**src/rtl/core/sos_pkg.sv**
```systemverilog
// Shared constants, types and command/status structs of the segment scatter block.
package sos_pkg;

    localparam int MAX_SEG_COLS  = 1024;
    localparam int MAX_SEG_ROWS  = 1024;
    localparam int MAX_DEST_COLS = 4096;
    localparam int MAX_SEGMENTS  = 64;

    // configuration register indexes
    localparam logic [1:0] CFG_SEG_COLS  = 2'd0;
    localparam logic [1:0] CFG_SEG_ROWS  = 2'd1;
    localparam logic [1:0] CFG_DEST_COLS = 2'd2;

    localparam int CNT_W  = $clog2(MAX_SEG_COLS);      // column / row counters
    localparam int COLS_W = 11;                        // seg_cols, seg_rows
    localparam int PITCH_W = 13;                       // dest_cols
    localparam int OFF_W  = 13;                        // signed offsets
    localparam int POS_W  = OFF_W + 1;                 // signed destination position
    localparam int BASE_W = 17;                        // segment * seg_rows + row
    localparam int DIV_STEPS = OFF_W;

    typedef struct packed {
        logic              first;
        logic [31:0]       pixel_value;
        logic [5:0]        segment;
        logic [11:0]       dest_col_start;
        logic [11:0]       dest_row_start;
        logic signed [1:0] col_step_per_col;
        logic signed [1:0] row_step_per_col;
        logic signed [1:0] col_step_per_row;
        logic signed [1:0] row_step_per_row;
    } pix_in_t;

    typedef struct packed {
        logic [31:0] out_value;
        logic [23:0] dest_index;
        logic [25:0] source_index;
        logic        in_range;
        logic        last;
    } pix_out_t;

    typedef struct packed {
        logic capture;
        logic rem_start;
        logic rem_wb;
        logic addr1;
        logic addr2;
        logic finish;
    } sos_cmd_t;

    typedef struct packed {
        logic need_rem;
        logic rem_done;
        logic out_free;
    } sos_sts_t;

    typedef enum logic [5:0] {
        S_IDLE  = 6'b000001,
        S_REM   = 6'b000010,
        S_DIV   = 6'b000100,
        S_ADDR1 = 6'b001000,
        S_ADDR2 = 6'b010000,
        S_DONE  = 6'b100000
    } sos_state_t;

endpackage

```
**src/rtl/core/sos_rem.sv**
```systemverilog
// Two-lane restoring remainder unit: offset magnitudes modulo seg_cols, one bit a cycle.
module sos_rem
    import sos_pkg::*;
(
    input  logic               clk,
    input  logic               rst_n,
    input  logic               start,
    input  logic [OFF_W-1:0]   col_mag,
    input  logic [OFF_W-1:0]   row_mag,
    input  logic [COLS_W-1:0]  divisor,
    output logic               done,
    output logic [CNT_W-1:0]   col_rem,
    output logic [CNT_W-1:0]   row_rem
);

    localparam int STEP_W = $clog2(DIV_STEPS);
    localparam logic [STEP_W-1:0] LAST_STEP = STEP_W'(DIV_STEPS - 1);

    logic               busy_reg, busy_next;
    logic               done_reg, done_next;
    logic [STEP_W-1:0]  cnt_reg, cnt_next;
    logic [OFF_W-1:0]   cmag_reg, cmag_next, rmag_reg, rmag_next;
    logic [CNT_W-1:0]   crem_reg, crem_next, rrem_reg, rrem_next;
    logic [COLS_W-1:0]  ct, rt;

    always_comb
    begin
        busy_next = busy_reg;
        done_next = 1'b0;
        cnt_next  = cnt_reg;
        cmag_next = cmag_reg;
        rmag_next = rmag_reg;
        crem_next = crem_reg;
        rrem_next = rrem_reg;
        ct = {crem_reg, cmag_reg[OFF_W-1]};
        rt = {rrem_reg, rmag_reg[OFF_W-1]};
        if (start)
        begin
            busy_next = 1'b1;
            cnt_next  = '0;
            cmag_next = col_mag;
            rmag_next = row_mag;
            crem_next = '0;
            rrem_next = '0;
        end
        else if (busy_reg)
        begin
            cmag_next = {cmag_reg[OFF_W-2:0], 1'b0};
            rmag_next = {rmag_reg[OFF_W-2:0], 1'b0};
            crem_next = (ct >= divisor) ? CNT_W'(ct - divisor) : CNT_W'(ct);
            rrem_next = (rt >= divisor) ? CNT_W'(rt - divisor) : CNT_W'(rt);
            cnt_next  = STEP_W'(cnt_reg + 1'b1);
            if (cnt_reg == LAST_STEP)
            begin
                busy_next = 1'b0;
                done_next = 1'b1;
            end
        end
    end

    always_ff @(posedge clk or negedge rst_n)
    begin
        if (!rst_n)
        begin
            busy_reg <= 1'b0;
            done_reg <= 1'b0;
            cnt_reg  <= '0;
        end
        else
        begin
            busy_reg <= busy_next;
            done_reg <= done_next;
            cnt_reg  <= cnt_next;
        end
    end

    always_ff @(posedge clk)
    begin
        cmag_reg <= cmag_next;
        rmag_reg <= rmag_next;
        crem_reg <= crem_next;
        rrem_reg <= rrem_next;
    end

    assign done    = done_reg;
    assign col_rem = crem_reg;
    assign row_rem = rrem_reg;

endmodule

```
**src/rtl/core/sos_ctrl.sv**
```systemverilog
// Controller: sequences capture, remainder, address stages and result hand-off of one item.
module sos_ctrl
    import sos_pkg::*;
(
    input  logic     clk,
    input  logic     rst_n,
    input  logic     in_valid,
    output logic     in_ready,
    input  sos_sts_t sts,
    output sos_cmd_t cmd
);

    sos_state_t state_reg, state_next;

    always_comb
    begin
        state_next = state_reg;
        cmd        = '0;
        case (state_reg)
            S_IDLE:
            begin
                if (in_valid)
                begin
                    cmd.capture = 1'b1;
                    state_next  = S_REM;
                end
            end
            S_REM:
            begin
                if (sts.need_rem)
                begin
                    cmd.rem_start = 1'b1;
                    state_next    = S_DIV;
                end
                else
                begin
                    state_next = S_ADDR1;
                end
            end
            S_DIV:
            begin
                if (sts.rem_done)
                begin
                    cmd.rem_wb = 1'b1;
                    state_next = S_ADDR1;
                end
            end
            S_ADDR1:
            begin
                cmd.addr1  = 1'b1;
                state_next = S_ADDR2;
            end
            S_ADDR2:
            begin
                cmd.addr2  = 1'b1;
                state_next = S_DONE;
            end
            S_DONE:
            begin
                if (sts.out_free)
                begin
                    cmd.finish = 1'b1;
                    state_next = S_IDLE;
                end
            end
            default:
            begin
                state_next = S_IDLE;
            end
        endcase
    end

    always_ff @(posedge clk or negedge rst_n)
    begin
        if (!rst_n)
            state_reg <= S_IDLE;
        else
            state_reg <= state_next;
    end

    assign in_ready = (state_reg == S_IDLE);

endmodule

```
**src/rtl/core/sos_datapath.sv**
```systemverilog
// Datapath: segment state, offset remainder, address multipliers and result register.
module sos_datapath
    import sos_pkg::*;
(
    input  logic               clk,
    input  logic               rst_n,
    input  sos_cmd_t           cmd,
    output sos_sts_t           sts,
    input  pix_in_t            pix_in,
    input  logic [COLS_W-1:0]  cols,
    input  logic [COLS_W-1:0]  rows,
    input  logic [PITCH_W-1:0] pitch,
    output logic               out_valid,
    input  logic               out_ready,
    output pix_out_t           pix_out
);

    // segment state
    logic [31:0]             pix_reg;
    logic [11:0]             start_col_reg, start_row_reg;
    logic signed [1:0]       step_reg [4];
    logic signed [OFF_W-1:0] col_off_reg, row_off_reg;
    logic [CNT_W-1:0]        col_cnt_reg, row_cnt_reg;
    logic [BASE_W-1:0]       src_base_reg;

    // address stages
    logic signed [POS_W-1:0] dcol_reg, drow_reg;
    logic [BASE_W-1:0]       src_row_reg;
    logic [26:0]             prod_reg;
    logic [BASE_W+COLS_W-1:0] sprod_reg;
    logic                    okpre_reg;

    // result register
    pix_out_t                out_reg;
    logic                    out_valid_reg, out_valid_next;

    logic [OFF_W-1:0]        cmag, rmag;
    logic                    rem_done;
    logic [CNT_W-1:0]        col_rem, row_rem;
    logic                    row_end, seg_end;
    logic [26:0]             dsum;
    logic                    ok;
    logic signed [OFF_W-1:0] col_off_step, row_off_step;

    assign cmag = col_off_reg[OFF_W-1] ? OFF_W'(-col_off_reg) : OFF_W'(col_off_reg);
    assign rmag = row_off_reg[OFF_W-1] ? OFF_W'(-row_off_reg) : OFF_W'(row_off_reg);

    sos_rem u_rem (
        .clk     (clk),
        .rst_n   (rst_n),
        .start   (cmd.rem_start),
        .col_mag (cmag),
        .row_mag (rmag),
        .divisor (cols),
        .done    (rem_done),
        .col_rem (col_rem),
        .row_rem (row_rem)
    );

    // both magnitudes already below seg_cols: remainder leaves them as they are
    assign sts.need_rem = (col_cnt_reg == '0) &&
                          !((COLS_W'(cmag) < cols) && (COLS_W'(rmag) < cols) &&
                            (cmag[OFF_W-1:COLS_W] == '0) && (rmag[OFF_W-1:COLS_W] == '0));
    assign sts.rem_done = rem_done;
    assign sts.out_free = !out_valid_reg || out_ready;

    assign row_end = (COLS_W'(col_cnt_reg) + 1'b1) >= cols;
    assign seg_end = row_end && ((COLS_W'(row_cnt_reg) + 1'b1) >= rows);

    assign dsum = prod_reg + 27'(dcol_reg[PITCH_W-1:0]);
    assign ok   = okpre_reg && (dsum[26:24] == '0);

    assign col_off_step = col_off_reg + OFF_W'(step_reg[0])
                        + (row_end ? OFF_W'(step_reg[2]) : OFF_W'(0));
    assign row_off_step = row_off_reg + OFF_W'(step_reg[1])
                        + (row_end ? OFF_W'(step_reg[3]) : OFF_W'(0));

    always_ff @(posedge clk)
    begin
        if (cmd.capture)
        begin
            pix_reg <= pix_in.pixel_value;
        end
        if (cmd.addr1)
        begin
            dcol_reg    <= POS_W'(start_col_reg) + POS_W'(col_off_reg);
            drow_reg    <= POS_W'(start_row_reg) + POS_W'(row_off_reg);
            src_row_reg <= src_base_reg + BASE_W'(row_cnt_reg);
        end
        if (cmd.addr2)
        begin
            prod_reg  <= 27'(drow_reg[PITCH_W-1:0]) * 27'(pitch);
            sprod_reg <= src_row_reg * cols;
            okpre_reg <= !dcol_reg[POS_W-1] && !drow_reg[POS_W-1] &&
                         (dcol_reg[PITCH_W-1:0] < pitch) && !dcol_reg[PITCH_W];
        end
        if (cmd.finish)
        begin
            out_reg.out_value    <= pix_reg;
            out_reg.dest_index   <= ok ? dsum[23:0] : 24'd0;
            out_reg.source_index <= 26'(sprod_reg + 28'(col_cnt_reg));
            out_reg.in_range     <= ok;
            out_reg.last         <= seg_end;
        end
    end

    // latched segment fields: zero until an item starts a segment
    always_ff @(posedge clk or negedge rst_n)
    begin
        if (!rst_n)
        begin
            start_col_reg <= '0;
            start_row_reg <= '0;
            step_reg[0]   <= '0;
            step_reg[1]   <= '0;
            step_reg[2]   <= '0;
            step_reg[3]   <= '0;
            src_base_reg  <= '0;
        end
        else if (cmd.capture && pix_in.first)
        begin
            start_col_reg <= pix_in.dest_col_start;
            start_row_reg <= pix_in.dest_row_start;
            step_reg[0]   <= pix_in.col_step_per_col;
            step_reg[1]   <= pix_in.row_step_per_col;
            step_reg[2]   <= pix_in.col_step_per_row;
            step_reg[3]   <= pix_in.row_step_per_row;
            src_base_reg  <= BASE_W'(pix_in.segment) * BASE_W'(rows);
        end
    end

    // offsets and counters cleared at reset, by a first item and at a segment's last pixel
    always_ff @(posedge clk or negedge rst_n)
    begin
        if (!rst_n)
        begin
            col_off_reg <= '0;
            row_off_reg <= '0;
            col_cnt_reg <= '0;
            row_cnt_reg <= '0;
        end
        else if (cmd.capture && pix_in.first)
        begin
            col_off_reg <= '0;
            row_off_reg <= '0;
            col_cnt_reg <= '0;
            row_cnt_reg <= '0;
        end
        else if (cmd.rem_wb)
        begin
            col_off_reg <= col_off_reg[OFF_W-1] ? OFF_W'(-OFF_W'(col_rem)) : OFF_W'(col_rem);
            row_off_reg <= row_off_reg[OFF_W-1] ? OFF_W'(-OFF_W'(row_rem)) : OFF_W'(row_rem);
        end
        else if (cmd.finish)
        begin
            if (seg_end)
            begin
                col_off_reg <= '0;
                row_off_reg <= '0;
                col_cnt_reg <= '0;
                row_cnt_reg <= '0;
            end
            else
            begin
                col_off_reg <= col_off_step;
                row_off_reg <= row_off_step;
                if (row_end)
                begin
                    col_cnt_reg <= '0;
                    row_cnt_reg <= CNT_W'(row_cnt_reg + 1'b1);
                end
                else
                begin
                    col_cnt_reg <= CNT_W'(col_cnt_reg + 1'b1);
                end
            end
        end
    end

    always_comb
    begin
        out_valid_next = out_valid_reg;
        if (cmd.finish)
            out_valid_next = 1'b1;
        else if (out_ready)
            out_valid_next = 1'b0;
    end

    always_ff @(posedge clk or negedge rst_n)
    begin
        if (!rst_n)
            out_valid_reg <= 1'b0;
        else
            out_valid_reg <= out_valid_next;
    end

    assign out_valid = out_valid_reg;
    assign pix_out   = out_reg;

endmodule

```
**src/rtl/core/segment_orientation_scatter.sv**
```systemverilog
// Top level of the segment scatter address generator: ports, configuration registers, wiring.
//
// Pixels of one source segment stream in raster order on s_axis; each item gives one
// result on m_axis carrying the pixel word, its linear destination index in the wider
// image (zero and in_range low when the position falls outside) and its linear source
// index. An item with tuser set starts a segment and latches segment number, start
// column/row and the four steps; m_axis_tlast marks the final pixel of the segment.
// An item occupies the block through capture, remainder check, position add, the two
// address multipliers and result load, and no new item is taken before it is done.
// On the first pixel of a source row, when either offset magnitude is at or above
// seg_cols, the two-lane bit-serial remainder unit runs after the remainder check.
// A result blocked on m_axis holds the next one in its load step.
// The result sits in an output register, so the next item is taken while it waits.
// seg_cols and seg_rows are used clamped to 1..1024, dest_cols to 1..4096.
// Configuration is written through cfg_*; writes to an index beyond dest_cols are ignored.
module segment_orientation_scatter
    import sos_pkg::*;
(
    input  logic        clk,
    input  logic        rst_n,
    // configuration write channel
    input  logic        cfg_valid,
    output logic        cfg_ready,
    input  logic [1:0]  cfg_index,
    input  logic [12:0] cfg_data,
    // input items
    input  logic        s_axis_tvalid,
    output logic        s_axis_tready,
    // [31:0] pixel_value, [37:32] segment, [49:38] dest_col_start,
    // [61:50] dest_row_start, [63:62] col_step_per_col, [65:64] row_step_per_col,
    // [67:66] col_step_per_row, [69:68] row_step_per_row, [71:70] zero
    input  logic [71:0] s_axis_tdata,
    input  logic        s_axis_tuser,      // first
    // result items
    output logic        m_axis_tvalid,
    input  logic        m_axis_tready,
    // [31:0] out_value, [55:32] dest_index, [81:56] source_index, [87:82] zero
    output logic [87:0] m_axis_tdata,
    output logic        m_axis_tuser,      // in_range
    output logic        m_axis_tlast       // last
);

    logic [COLS_W-1:0]  seg_cols_reg, seg_rows_reg;
    logic [PITCH_W-1:0] dest_cols_reg;
    logic [COLS_W-1:0]  cols_eff, rows_eff;
    logic [PITCH_W-1:0] pitch_eff;

    pix_in_t  pix_in;
    pix_out_t pix_out;
    sos_cmd_t cmd;
    sos_sts_t sts;

    assign cfg_ready = 1'b1;

    always_ff @(posedge clk or negedge rst_n)
    begin
        if (!rst_n)
        begin
            seg_cols_reg  <= COLS_W'(388);
            seg_rows_reg  <= COLS_W'(185);
            dest_cols_reg <= PITCH_W'(1516);
        end
        else if (cfg_valid)
        begin
            case (cfg_index)
                CFG_SEG_COLS:  seg_cols_reg  <= cfg_data[COLS_W-1:0];
                CFG_SEG_ROWS:  seg_rows_reg  <= cfg_data[COLS_W-1:0];
                CFG_DEST_COLS: dest_cols_reg <= cfg_data;
                default:       ;
            endcase
        end
    end

    // clamp to the supported ranges
    assign cols_eff  = (seg_cols_reg == '0) ? COLS_W'(1) :
                       (seg_cols_reg > COLS_W'(MAX_SEG_COLS)) ? COLS_W'(MAX_SEG_COLS)
                                                              : seg_cols_reg;
    assign rows_eff  = (seg_rows_reg == '0) ? COLS_W'(1) :
                       (seg_rows_reg > COLS_W'(MAX_SEG_ROWS)) ? COLS_W'(MAX_SEG_ROWS)
                                                              : seg_rows_reg;
    assign pitch_eff = (dest_cols_reg == '0) ? PITCH_W'(1) :
                       (dest_cols_reg > PITCH_W'(MAX_DEST_COLS)) ? PITCH_W'(MAX_DEST_COLS)
                                                                 : dest_cols_reg;

    // unpack the input item
    assign pix_in.first            = s_axis_tuser;
    assign pix_in.pixel_value      = s_axis_tdata[31:0];
    assign pix_in.segment          = s_axis_tdata[37:32];
    assign pix_in.dest_col_start   = s_axis_tdata[49:38];
    assign pix_in.dest_row_start   = s_axis_tdata[61:50];
    assign pix_in.col_step_per_col = s_axis_tdata[63:62];
    assign pix_in.row_step_per_col = s_axis_tdata[65:64];
    assign pix_in.col_step_per_row = s_axis_tdata[67:66];
    assign pix_in.row_step_per_row = s_axis_tdata[69:68];

    sos_ctrl u_ctrl (
        .clk      (clk),
        .rst_n    (rst_n),
        .in_valid (s_axis_tvalid),
        .in_ready (s_axis_tready),
        .sts      (sts),
        .cmd      (cmd)
    );

    sos_datapath u_datapath (
        .clk       (clk),
        .rst_n     (rst_n),
        .cmd       (cmd),
        .sts       (sts),
        .pix_in    (pix_in),
        .cols      (cols_eff),
        .rows      (rows_eff),
        .pitch     (pitch_eff),
        .out_valid (m_axis_tvalid),
        .out_ready (m_axis_tready),
        .pix_out   (pix_out)
    );

    // pack the result item
    assign m_axis_tdata = {6'd0, pix_out.source_index, pix_out.dest_index, pix_out.out_value};
    assign m_axis_tuser = pix_out.in_range;
    assign m_axis_tlast = pix_out.last;

endmodule

```
**config.mk**
```make
export PLATFORM = sky130hd
export DESIGN_NAME = segment_orientation_scatter
export DESIGN_NICKNAME = d
export VERILOG_FILES = /design/src/rtl/core/sos_pkg.sv /design/src/rtl/core/sos_rem.sv /design/src/rtl/core/sos_ctrl.sv /design/src/rtl/core/sos_datapath.sv /design/src/rtl/core/segment_orientation_scatter.sv
export SDC_FILE = /design/constraint.sdc
export NUM_CORES = 2
export LEC_CHECK = 0
export ABC_AREA = 0
export BUFFER_PORTS_ARGS = -buffer_cell sky130_fd_sc_hd__buf_4
export CORE_ASPECT_RATIO = 1.4
export CORE_MARGIN = 1
export CORE_UTILIZATION = 35
export CTS_CLUSTER_SIZE = 12
export DETAILED_ROUTE_END_ITERATION = 7
export PLACE_DENSITY = 0.5
export SKIP_LAST_GASP = 1
export SYNTH_ARGS = -nofsm -noshare
export SYNTH_HDL_FRONTEND = slang
export SYNTH_SLANG_ARGS = --single-unit
```
**constraint.sdc**
```tcl
create_clock -name clk -period 9.85 [get_ports clk]
set_clock_uncertainty 0.2 [all_clocks]
set_input_delay 1.4775 -clock clk [delete_from_list [all_inputs] [get_ports clk]]
set_output_delay 1.4775 -clock clk [all_outputs]
set_load 0.01 [all_outputs]
```
==> qor.txt <==
outcome - complete, no violations
period utilization - 76.4%
iteration-0 DRC count of the detailed router - 1226
Die Y - 380 um
Syn. warnings - 0
Design Power - 11.2 mW
1st-pass router iterations - 5
synthesized flop and latch total - 403
Reg clk slew, reported paths - 0.07 ns
hold slack - 0.216 ns
Async SR Flop Fraction - 35.5%
clock latency on the worst-skew pair - 0.61 ns
TritonCTS clock tree - done
Port-buffer cells - 176
clock power share - 17.3%
Final TNS setup - 0 ns
diode count - 0
Relative slew margins - 27.7%
Yosys cell types - 85
Worst Path Max Fanout - 30
Crit path largest cell delay - 0.87 ns
root buffer cell - clkbuf_16
cts bufs inserted - 49
Post-Syn Instances - 3640
max FFs per register - 84
worst setup margin - 2.32 ns
layout net count - 4506
Seq pwr share - 24.4%
die area - 103000 um^2
unrepaired setup endpoints after global routing - false
most numerous cell on the critical path - fa_1
Tmin final - 7.53 ns
fraction of layout cells with a size suffix above 1 - 10.1%
area delta synth->final - 12.4%
total gr overflow - 0
reg-to-reg critical path startpoint - seg_cols_reg[10]
DRC Markers - 0
final hold violation count - 0
Post-synth top flop - edfxtp_1
Final Max Slew Viols - 0
Die X-Extent - 272 um
P_sw - 4.81 mW
Comb power frac - 58.3%
antenna-violating nets left - 0
Starting Density - 35.3%
critical path capture point type - flip-flop
GRT Util Overall - 18.4%
Worst Setup Start Kind - flip-flop
crit path launch - seg_cols_reg[10]
DRT Wirelength - 93700 um
HPWL after DPL - 74100 um
first-pass GRT wire length - 148000 um
Sw Share - 43.0%
dpl ws - 2.43 ns
hold buffers post-CTS - 0
Rows - 138
critical-path cell list - buf_4 -> nor2b_1 -> buf_4 -> nand2_1 -> fa_1 -> fa_1 -> fa_1 -> inv_1 -> fa_1 -> inv_1 -> fa_1 -> inv_1 -> ha_1 -> a21o_1 -> a2111oi_0 -> o21ai_0 -> a31oi_1 -> o21ai_0 -> a221oi_1 -> o21bai_1 -> xor2_1
synthesized area - 35800 um^2
Clock Sinks - 403
Int Power - 6.38 mW
post-cts gate resize count - 0
final setup fails - 0
share of the synthesized area in the top cell type - 20.1%
mean post-synth cell area - 9.83 um^2
PD cells - 278 nW/um^2
VDD IR-drop max - 0.273 mV
Routed wire per std cell - 18.2 um
Core Region - 101000 um^2
Max Clk Rate - 0.133 GHz
Post-synth EDFFs - 240
routed vias - 25400
Post-synth top cells - inv_1 (482), nand2_1 (469), ha_1 (337)
worst path required time - 10.01 ns
vias per inst - 4.95
top post-synthesis cells by area - edfxtp_1 (20%), fa_1 (17%), ha_1 (12%), dfrtp_1 (8.9%), inv_1 (5.1%)
H-Tree Depth - 2
gpl congestion - 0.839
Critical Path AT - 7.69 ns
vias in the first global route - 26400
placed cell area - 38500 um^2
most numerous cell in the Yosys netlist - inv_1
I/O Pins - 186
clock tree buffer depth - 3
Hold WC Path Type - reg -> reg
critical path class - reg -> reg
Seq/Total Area, Yosys - 31.3%
Crit-path slowest cell - a2111oi_0
largest net degree at the start of global routing - 60
max-cap violations - 0
cell taking the most area after synthesis - edfxtp_1
post-route cell area - 40200 um^2
initial antenna violation count - 3
hold path start - u_datapath.pix_reg[5]
Least-Margin Pin Slew - 1.08 ns
postcts setup bufs - 0
P_leak - 18.8 nW
## through the flow
stage                     std cells  utilization [%]
after floorplan                3645                -
after global placement         5053             38.1
after detailed placement       5053             38.1
after CTS                      5141             39.7
after global routing           5141             39.7
final                          5141             39.7
## logic make-up after synthesis
logic type,after synthesis,synth area share (%)
AO/OA/AOI/OAI,523,9.64
XOR/XNOR,233,5.74
adder cells (fa/ha/maj),639,28.7
buffers and inverters,620,6.68
flip-flops,403,31.3
multiplexers,72,2.31
other,2,0.0210
AND/OR/NAND/NOR,1148,15.6
## power groups by stage
stage	sequential (mW)	clock (mW)	combinational, mW
global placement	2.77	0	6.56
floorplan	2.59	0	5.13
finish	2.73	1.94	6.52
CTS	2.74	2.00	6.65
detailed placement	2.77	0	6.59
global route	2.77	2.05	7.55
## worst max-delay path, delay by kind of cell (launching register included)
family / cells / cell delay, ns
adders and majority gates: 6 / 2.62
and+or+nand+nor: 2 / 0.71
buffers and inverters: 5 / 0.75
DFF: 1 / 0.36
AOI/OAI and AO/OA: 7 / 2.47
xor gates and xnor gates: 1 / 0.15
## per-layer routing
layer,track usage (%),share of wire [%],vias up
li1,-,-,12400
met1,21.9,42,12500
met2,33.0,50,439
met3,2.08,3.3,154
met4,7.93,4.4,0
met5,0,0,-
## final cells by class
| type | count | area [um^2] |
|---|---|---|
| fillers | 10200 | 61000 |
| multi-input cells | 2622 | 22200 |
| flip-flops and latches | 403 | 11200 |
| inverters | 484 | 1820 |
| well taps | 1330 | 1660 |
| repair buffers | 214 | 1610 |
| clock buffers | 65 | 1400 |
| clock inverters | 23 | 307 |
## layout by cell type, fill, tap and decap left out, types with 51 or more instances in the layout
cell type / instances
a21o_1: 67
a21oi_1: 120
and2_1: 210
buf_4: 213
clkbuf_16: 51
dfrtp_1: 127
edfxtp_1: 240
fa_1: 302
ha_1: 337
inv_1: 482
nand2_1: 468
nand3_1: 60
nor2_1: 154
nor2b_1: 63
o21ai_0: 115
xnor2_1: 134
xor2_1: 98
## path summary, 6_finish.rpt
path                            cells past startpoint                          end  slack, ns
worst max-delay path                               21     u_datapath.sprod_reg[24]       2.32
worst min-delay path                                0       u_datapath.pix_out[57]       0.22
worst max register to register                     21     u_datapath.sprod_reg[24]       2.32
worst min register to register                      0       u_datapath.pix_out[57]       0.22
max in group asynchronous                           3              seg_rows_reg[6]       7.08
min in group asynchronous                           1  u_datapath.u_rem.cnt_reg[1]       0.62
Note: power is estimated with default switching activity, not from simulation.
